[config.mk]
export PLATFORM = sky130hd
export DESIGN_NAME = bounded_stack_with_palindrome_check_core_flat
export DESIGN_NICKNAME = d
export VERILOG_FILES = /design/src/hdl/bspc_pkg.sv /design/src/hdl/bspc_req_if.sv /design/src/hdl/bspc_rsp_if.sv /design/src/hdl/bspc_ram.sv /design/src/hdl/bspc_datapath.sv /design/src/hdl/bspc_ctrl.sv /design/src/hdl/bounded_stack_with_palindrome_check_core.sv /design/src/flat_wrapper.sv
export SDC_FILE = /design/constraint.sdc
export NUM_CORES = 1
export LEC_CHECK = 0
export BUFFER_PORTS_ARGS = -buffer_cell sky130_fd_sc_hd__buf_2
export CAP_MARGIN = 20
export CORE_MARGIN = 3
export CORE_UTILIZATION = 55
export CTS_BUF_LIST = sky130_fd_sc_hd__clkbuf_8
export DETAILED_ROUTE_END_ITERATION = 16
export PLACE_DENSITY = 0.73
export SLEW_MARGIN = 20
export SYNTH_ARGS = -nofsm -noshare
export SYNTH_HDL_FRONTEND = slang
export SYNTH_SLANG_ARGS = --single-unit
[constraint.sdc]
create_clock -name clk -period 4.9 [get_ports clk]
set_input_delay 0.735 -clock clk [delete_from_list [all_inputs] [get_ports clk]]
set_output_delay 0.735 -clock clk [all_outputs]
set_load 0.01 [all_outputs]
[src/hdl/bspc_pkg.sv]
// ----------------------------------------------------------------------------
// bspc_pkg
// Shared codes and controller/datapath bundles for the bounded stack core.
// ----------------------------------------------------------------------------
package bspc_pkg;

	localparam int unsigned WORD_W  = 32;
	localparam int unsigned COUNT_W = 4;

	typedef enum logic [1:0] {
		MODE_PUSH  = 2'd0,
		MODE_POP   = 2'd1,
		MODE_QUERY = 2'd2
	} mode_t;

	typedef enum logic [1:0] {
		ST_OK       = 2'd0,
		ST_OVERFLOW = 2'd1,
		ST_EMPTY    = 2'd2
	} status_t;

	typedef enum logic [1:0] {
		S_IDLE,
		S_POP_RD,
		S_PAL,
		S_FINISH
	} state_t;

	// controller -> datapath
	typedef struct packed {
		logic accept;
		logic pop_cap;
		logic pal_start;
		logic pal_run;
		logic pal_cap;
		logic load_out;
	} cmd_t;

	// datapath -> controller
	typedef struct packed {
		logic empty;
		logic pal_done;
	} stat_t;

endpackage

[src/hdl/bspc_req_if.sv]
// ----------------------------------------------------------------------------
// bspc_req_if
// Request channel: one stack operation and its operand word.
// ----------------------------------------------------------------------------
interface bspc_req_if;
	logic               valid;
	logic               ready;
	logic        [1:0]  mode;
	logic signed [31:0] value;

	modport source (output valid, output mode, output value, input ready);
	modport sink   (input valid, input mode, input value, output ready);
endinterface

[src/hdl/bspc_rsp_if.sv]
// ----------------------------------------------------------------------------
// bspc_rsp_if
// Response channel: status, popped word, palindrome flag and entry count.
// ----------------------------------------------------------------------------
interface bspc_rsp_if;
	logic               valid;
	logic               ready;
	logic        [1:0]  status;
	logic signed [31:0] popped_value;
	logic               is_palindrome;
	logic        [3:0]  entry_count;

	modport source (output valid, output status, output popped_value,
		output is_palindrome, output entry_count, input ready);
	modport sink   (input valid, input status, input popped_value,
		input is_palindrome, input entry_count, output ready);
endinterface

[src/hdl/bspc_ram.sv]
// ----------------------------------------------------------------------------
// bspc_ram
// Generic RAM: one write port, two read ports with registered read data.
// ----------------------------------------------------------------------------
module bspc_ram #(
	parameter int unsigned WIDTH  = 32,
	parameter int unsigned DEPTH  = 8,
	parameter int unsigned ADDR_W = (DEPTH > 1) ? $clog2(DEPTH) : 1
) (
	input  logic              clk,
	input  logic              we,
	input  logic [ADDR_W-1:0] waddr,
	input  logic [WIDTH-1:0]  wdata,
	input  logic [ADDR_W-1:0] raddr_a,
	input  logic [ADDR_W-1:0] raddr_b,
	output logic [WIDTH-1:0]  rdata_a,
	output logic [WIDTH-1:0]  rdata_b
);

	logic [WIDTH-1:0] mem_q [DEPTH];

	always_ff @(posedge clk) begin
		if (we) begin
			mem_q[waddr] <= wdata;
		end
		rdata_a <= mem_q[raddr_a];
		rdata_b <= mem_q[raddr_b];
	end

endmodule

[src/hdl/bspc_datapath.sv]
// ----------------------------------------------------------------------------
// bspc_datapath
// Entry count, stack RAM, palindrome walk and result/output registers.
// ----------------------------------------------------------------------------
module bspc_datapath #(
	parameter int unsigned DEPTH = 8
) (
	input  logic                 clk,
	input  logic                 arst_n,
	input  bspc_pkg::cmd_t       cmd,
	output bspc_pkg::stat_t      stat,
	input  logic [1:0]           mode,
	input  logic signed [31:0]   value,
	output logic [1:0]           status,
	output logic signed [31:0]   popped_value,
	output logic                 is_palindrome,
	output logic [3:0]           entry_count
);

	localparam int unsigned AW = (DEPTH > 1) ? $clog2(DEPTH) : 1;
	localparam int unsigned CW = $clog2(DEPTH + 1);

	logic [CW-1:0]                 count_q;
	logic [AW-1:0]                 lo_q, hi_q;
	logic                          pal_ok_q;
	logic                          cmp_vld_s1;
	logic [1:0]                    res_status_q;
	logic [bspc_pkg::WORD_W-1:0]   res_popped_q;
	logic                          res_pal_q;

	logic                          full, empty, more, issue, push_ok, pop_ok;
	logic [1:0]                    status_d;
	logic [AW-1:0]                 top_addr, raddr_a;
	logic [bspc_pkg::WORD_W-1:0]   rd_a, rd_b;

	assign full     = (count_q == CW'(DEPTH));
	assign empty    = (count_q == '0);
	assign more     = (lo_q < hi_q);
	assign issue    = cmd.pal_run && more;
	assign push_ok  = cmd.accept && (mode == bspc_pkg::MODE_PUSH) && !full;
	assign pop_ok   = cmd.accept && (mode == bspc_pkg::MODE_POP) && !empty;
	assign top_addr = AW'(count_q - CW'(1));
	assign raddr_a  = cmd.pal_run ? lo_q : top_addr;

	// pal_done is only looked at while the walk runs
	assign stat.empty    = empty;
	assign stat.pal_done = !more && !cmp_vld_s1;

	always_comb begin
		case (mode)
			bspc_pkg::MODE_PUSH:  status_d = full  ? bspc_pkg::ST_OVERFLOW : bspc_pkg::ST_OK;
			bspc_pkg::MODE_POP:   status_d = empty ? bspc_pkg::ST_EMPTY : bspc_pkg::ST_OK;
			bspc_pkg::MODE_QUERY: status_d = empty ? bspc_pkg::ST_EMPTY : bspc_pkg::ST_OK;
			default:              status_d = bspc_pkg::ST_OK;
		endcase
	end

	bspc_ram #(
		.WIDTH (bspc_pkg::WORD_W),
		.DEPTH (DEPTH),
		.ADDR_W(AW)
	) u_ram (
		.clk    (clk),
		.we     (push_ok),
		.waddr  (AW'(count_q)),
		.wdata  (value),
		.raddr_a(raddr_a),
		.raddr_b(hi_q),
		.rdata_a(rd_a),
		.rdata_b(rd_b)
	);

	always_ff @(posedge clk or negedge arst_n) begin
		if (!arst_n) begin
			count_q    <= '0;
			cmp_vld_s1 <= 1'b0;
		end else begin
			cmp_vld_s1 <= issue;
			if (push_ok) begin
				count_q <= count_q + CW'(1);
			end else if (pop_ok) begin
				count_q <= count_q - CW'(1);
			end
		end
	end

	always_ff @(posedge clk) begin
		if (cmd.pal_start) begin
			lo_q     <= '0;
			hi_q     <= top_addr;
			pal_ok_q <= 1'b1;
		end else begin
			if (issue) begin
				lo_q <= lo_q + AW'(1);
				hi_q <= hi_q - AW'(1);
			end
			if (cmp_vld_s1 && (rd_a != rd_b)) begin
				pal_ok_q <= 1'b0;
			end
		end

		if (cmd.accept) begin
			res_status_q <= status_d;
			res_popped_q <= '0;
			res_pal_q    <= 1'b0;
		end
		if (cmd.pop_cap) begin
			res_popped_q <= rd_a;
		end
		if (cmd.pal_cap) begin
			res_pal_q <= pal_ok_q;
		end

		if (cmd.load_out) begin
			status        <= res_status_q;
			popped_value  <= res_popped_q;
			is_palindrome <= res_pal_q;
			entry_count   <= bspc_pkg::COUNT_W'(count_q);
		end
	end

endmodule

[src/hdl/bspc_ctrl.sv]
// ----------------------------------------------------------------------------
// bspc_ctrl
// Sequencer: accepts a request, steps the datapath, hands off the response.
// ----------------------------------------------------------------------------
module bspc_ctrl (
	input  logic             clk,
	input  logic             arst_n,
	input  logic             req_valid,
	output logic             req_ready,
	input  logic [1:0]       mode,
	output logic             rsp_valid,
	input  logic             rsp_ready,
	input  bspc_pkg::stat_t  stat,
	output bspc_pkg::cmd_t   cmd
);

	bspc_pkg::state_t state_q, state_d;
	logic             out_valid_q;

	assign rsp_valid = out_valid_q;

	always_ff @(posedge clk or negedge arst_n) begin
		if (!arst_n) begin
			state_q     <= bspc_pkg::S_IDLE;
			out_valid_q <= 1'b0;
		end else begin
			state_q <= state_d;
			if (cmd.load_out) begin
				out_valid_q <= 1'b1;
			end else if (rsp_ready) begin
				out_valid_q <= 1'b0;
			end
		end
	end

	always_comb begin
		state_d   = state_q;
		cmd       = '0;
		req_ready = 1'b0;
		case (state_q)
			bspc_pkg::S_IDLE: begin
				req_ready = 1'b1;
				if (req_valid) begin
					cmd.accept = 1'b1;
					state_d    = bspc_pkg::S_FINISH;
					if ((mode == bspc_pkg::MODE_POP) && !stat.empty) begin
						state_d = bspc_pkg::S_POP_RD;
					end else if ((mode == bspc_pkg::MODE_QUERY) && !stat.empty) begin
						cmd.pal_start = 1'b1;
						state_d       = bspc_pkg::S_PAL;
					end
				end
			end
			bspc_pkg::S_POP_RD: begin
				cmd.pop_cap = 1'b1;
				state_d     = bspc_pkg::S_FINISH;
			end
			bspc_pkg::S_PAL: begin
				cmd.pal_run = 1'b1;
				if (stat.pal_done) begin
					cmd.pal_cap = 1'b1;
					state_d     = bspc_pkg::S_FINISH;
				end
			end
			bspc_pkg::S_FINISH: begin
				if (!out_valid_q || rsp_ready) begin
					cmd.load_out = 1'b1;
					state_d      = bspc_pkg::S_IDLE;
				end
			end
			default: begin
				state_d = bspc_pkg::S_IDLE;
			end
		endcase
	end

endmodule

[src/hdl/bounded_stack_with_palindrome_check_core.sv]
// ----------------------------------------------------------------------------
// bounded_stack_with_palindrome_check_core
// LIFO stack of DEPTH signed 32-bit words with push, pop and palindrome query.
// ----------------------------------------------------------------------------
// Each request carries a mode (0 push, 1 pop, 2 palindrome query, 3 no
// operation) and a word; each request yields exactly one response with a
// status (0 ok, 1 overflow, 2 underflow or empty), the popped word (zero
// unless a pop succeeded), the palindrome flag and the low four bits of the
// entry count after the operation. A push onto a full stack and a pop from
// an empty one leave the stack as it is. One request is in flight at a time.
// Push, no-op and a query on an empty stack go from acceptance straight to
// the state that loads the response; a pop first takes one registered read
// of the stack RAM, and a query on one or more entries first runs the walk,
// which reads one mirrored pair per cycle through the two RAM read ports,
// compares it in the cycle after the read, and captures the flag in the
// cycle after the last compare. The response sits in an output register,
// so the next request is taken while the previous response still waits for
// rsp.ready. The stack RAM needs no clearing after reset; entries are read
// only after being pushed.
module bounded_stack_with_palindrome_check_core #(
	parameter int unsigned DEPTH = 8
) (
	input  logic       clk,
	input  logic       arst_n,
	bspc_req_if.sink   req,
	bspc_rsp_if.source rsp
);

	bspc_pkg::cmd_t  cmd;
	bspc_pkg::stat_t stat;

	// Sequencer: owns the handshakes and the output valid flag.
	bspc_ctrl u_ctrl (
		.clk      (clk),
		.arst_n   (arst_n),
		.req_valid(req.valid),
		.req_ready(req.ready),
		.mode     (req.mode),
		.rsp_valid(rsp.valid),
		.rsp_ready(rsp.ready),
		.stat     (stat),
		.cmd      (cmd)
	);

	// Datapath: count, storage, mirror compare and the response payload.
	bspc_datapath #(
		.DEPTH(DEPTH)
	) u_datapath (
		.clk          (clk),
		.arst_n       (arst_n),
		.cmd          (cmd),
		.stat         (stat),
		.mode         (req.mode),
		.value        (req.value),
		.status       (rsp.status),
		.popped_value (rsp.popped_value),
		.is_palindrome(rsp.is_palindrome),
		.entry_count  (rsp.entry_count)
	);

endmodule

[src/flat_wrapper.sv]
// flat-port wrapper written by rule: the top's interface ports become plain ports
module bounded_stack_with_palindrome_check_core_flat 
#(
	parameter int unsigned DEPTH = 8
)
  (clk, arst_n, req_valid, req_mode, req_value, req_ready, rsp_valid, rsp_status, rsp_popped_value, rsp_is_palindrome, rsp_entry_count, rsp_ready);
  bspc_req_if req_i ();
  bspc_rsp_if rsp_i ();
  input  logic clk;
  input  logic arst_n;
  input wire logic [$bits(req_i.valid)-1:0] req_valid;
  input wire logic [$bits(req_i.mode)-1:0] req_mode;
  input wire logic [$bits(req_i.value)-1:0] req_value;
  output wire logic [$bits(req_i.ready)-1:0] req_ready;
  output wire logic [$bits(rsp_i.valid)-1:0] rsp_valid;
  output wire logic [$bits(rsp_i.status)-1:0] rsp_status;
  output wire logic [$bits(rsp_i.popped_value)-1:0] rsp_popped_value;
  output wire logic [$bits(rsp_i.is_palindrome)-1:0] rsp_is_palindrome;
  output wire logic [$bits(rsp_i.entry_count)-1:0] rsp_entry_count;
  input wire logic [$bits(rsp_i.ready)-1:0] rsp_ready;
  assign req_i.valid = req_valid;
  assign req_i.mode = req_mode;
  assign req_i.value = req_value;
  assign req_ready = req_i.ready;
  assign rsp_valid = rsp_i.valid;
  assign rsp_status = rsp_i.status;
  assign rsp_popped_value = rsp_i.popped_value;
  assign rsp_is_palindrome = rsp_i.is_palindrome;
  assign rsp_entry_count = rsp_i.entry_count;
  assign rsp_i.ready = rsp_ready;
  bounded_stack_with_palindrome_check_core #(.DEPTH(DEPTH)) u_core (.clk(clk), .arst_n(arst_n), .req(req_i), .rsp(rsp_i));
endmodule
==> reports/metrics.yaml <==
status: "completed"
grt_pass1_wl_um: 52300
synth_top_area_share_pct: 59.3
globalplace.congestion: 0.758
viasPerCell: 5.88
critPathCaptureType: "flop"
synthesis.area_sq_mm: 0.0169
syn_nets: 939
ys.flop_type: "edfxtp_1"
fin_crit_sh_pct: 68.5
worstRegToRegCells: 6
clock.fmax_ghz: 0.298
drt-wirelength-per-cell_um: 23.7
start_util_pct: 56.3
worst-setup-path-type: "reg -> reg"
syn_avg_cell_area_sq_um: 19.0
skew_ps: 34.6
io_buffer_count: 78
maxCapViolations: 0
clock_latency_ps: 590
dieWidth_um: 181
cts_tree: "yes"
rr_endpoint: "u_core.u_datapath.u_ram.rdata_a[23]"
clock-root-buffer: "clkbuf_8"
fp-row-count: 63
grt_start_max_net_pins: 67
place_hpwl_um: 19200
slew-limit-headroom_pct: 30.6
crit_path_max_fanout: 48
stdcell_count: 1454
syn_to_final_growth_pct: 13.1
drcViolationCount: 0
async_reset_ff_share_pct: 1.96
syn_inst: 886
crit_required_ps: 5350
powerDensity_mw_per_mm2: 616
yosysWarningCount: 0
min_path_type: "reg -> reg"
vias: 8549
crit_path_start_kind: "flop"
io_pins: 79
whs_endpoint: "u_core.u_datapath.popped_value[30]"
drv_slew: 0
rsz0062_at_grt: "false"
chipHeight_um: 181
setup_violations: 0
synth_commonest_cells: "edfxtp_1, nand2_1, mux4_2"
finalCriticalPeriod_ps: 3360
path_clk_slew_ps: 70
rrSetupSlack_ps: 1540
antenna_found_initial: 5
grt_pass1_vias: 8906
yosysMostFrequentCell: "edfxtp_1"
clock-sinks: 409
synth_edf_count: 333
power_leakage_nw: 7.00
yosys-top-cells-area: "edfxtp_1, mux4_2, mux4_1"
dp_slack_ps: 1550
synth_top_area_cell: "edfxtp_1"
clk_path_buf_depth: 3
hold_violations: 0
die_area_sq_mm: 0.0328
ys_ff_latch: 409
min_from: "u_core.u_datapath.res_popped_q[30]"
fin_ws_ps: 1540
fin_setup_tns_ps: 0
htree_num_levels: 3
cts_buffers: 68
ant_nets: 0
ys_seq_area_share_pct: 68.6
peakVddDrop_mv: 0.365
core_region_area_sq_mm: 0.0300
wl_um: 34400
grt_usage_pct: 21.2
drt_iter0_drc: 730
ys_types: 35
crit_arrival_ps: 3810
tightest_slew_ps: 1020
min_path_cells: 0
dp_cells: 1328
overflow: 0
drt_pass1_iterations: 6
reg2reg_from: "u_core.u_ctrl.state_q[0]"
drive_above_1_share_pct: 29.1
nets: 1062
flip-flops by register name (all words and copies together), names as in the netlist, 2 cells and up:
register                         flops
u_core.u_datapath.entry_count        4
u_core.u_datapath.status             2
u_core.u_datapath.lo_q               3
u_core.u_datapath.res_popped_q      32
u_core.u_datapath.u_ram.rdata_a     32
u_core.u_datapath.count_q            4
u_core.u_datapath.hi_q               3
u_core.u_datapath.u_ram.mem_q      256
u_core.u_datapath.res_status_q       2
u_core.u_datapath.popped_value      32
u_core.u_datapath.u_ram.rdata_b     32
u_core.u_ctrl.state_q                2
critical path, cell delays in order (launching register included):
cell	delay, ps
dfrtp_1	400
inv_1	110
ha_1	500
mux2i_4	880
buf_12	410
mux4_1	610
mux2_2	280
repair_timing:
item                      CTS  global route
hold endpoints to repair    8             0
buffers inserted            0             0
hold buffers                1             0
resized for setup           0             0
layout by cell type, fill, tap and decap left out, types with 16 or more instances in the layout:
master    Yosys  routed
buf_2        17      78
dfxtp_1      68      68
and2_1       35      34
inv_1        15      39
xor2_1       37      37
mux4_1       56      56
buf_4         0      16
edfxtp_1    333     333
clkbuf_8      0      79
nand2_1     108     108
mux2_2       34      34
mux4_2       72      72
how the worst max path moves through the flow:
stage,startpoint,to,slack (ps)
final,u_core.u_ctrl.state_q[0],u_core.u_datapath.u_ram.rdata_a[23],1540
after global placement,u_core.u_ctrl.state_q[0],u_core.u_datapath.u_ram.rdata_a[21],1610
after CTS,u_core.u_ctrl.state_q[0],u_core.u_datapath.u_ram.rdata_a[23],1510
after global routing,u_core.u_ctrl.state_q[0],u_core.u_datapath.u_ram.rdata_a[23],1360
after floorplan,req_mode[0],u_core.u_datapath.u_ram.mem_q[0][0],860
after detailed placement,u_core.u_ctrl.state_q[0],u_core.u_datapath.u_ram.rdata_a[23],1550
power breakdown:
| group | total (mW) | internal, mW | switching (mW) |
|---|---|---|---|
| registers | 4.89 | 4.58 | 0.309 |
| clock network | 2.90 | 1.58 | 1.31 |
| logic | 3.96 | 1.91 | 2.06 |
| total | 11.7 | 8.07 | 3.68 |
final cells by class:
class,count,area (sq um)
Timing Repair Buffer,96,541
Inverter,15,56.3
Fill cell,2077,10900
Clock inverter,44,244
Tap cell,390,488
Sequential cell,409,11600
Clock buffer,79,1090
Antenna cell,2,5.00
Multi-Input combinational cell,419,5090
metrics by stage:
stage               power, mW  util [%]  instance area [sq um]  hold WS [ps]
finish                   11.7      63.7                  19100           413
global route             12.4      63.7                  19100           405
CTS                      11.9      63.7                  19100           385
detailed placement       8.96      59.2                  17700           405
global placement         8.86      59.2                  17700           403
floorplan                7.85         -                  16900           400
cell families after synthesis:
| kind of cell | share of synthesized area, % |
|---|---|
| XOR/XNOR | 2.08 |
| multiplexers | 21.0 |
| adder cells (fa/ha/maj) | 1.11 |
| flip-flops | 68.6 |
| buffers and inverters | 1.77 |
| AND/OR/NAND/NOR | 5.02 |
| AO/OA/AOI/OAI | 0.453 |
layer usage:
layer  share of wire [%]  GRT usage (%)  vias up
li1                    -              -     3796
met1                  40           28.1     4384
met2                  51           35.6      302
met3                 6.6           4.41       61
met4                 1.8           6.98        6
met5               0.064              0        -
Note: power is estimated with default switching activity, not from simulation.
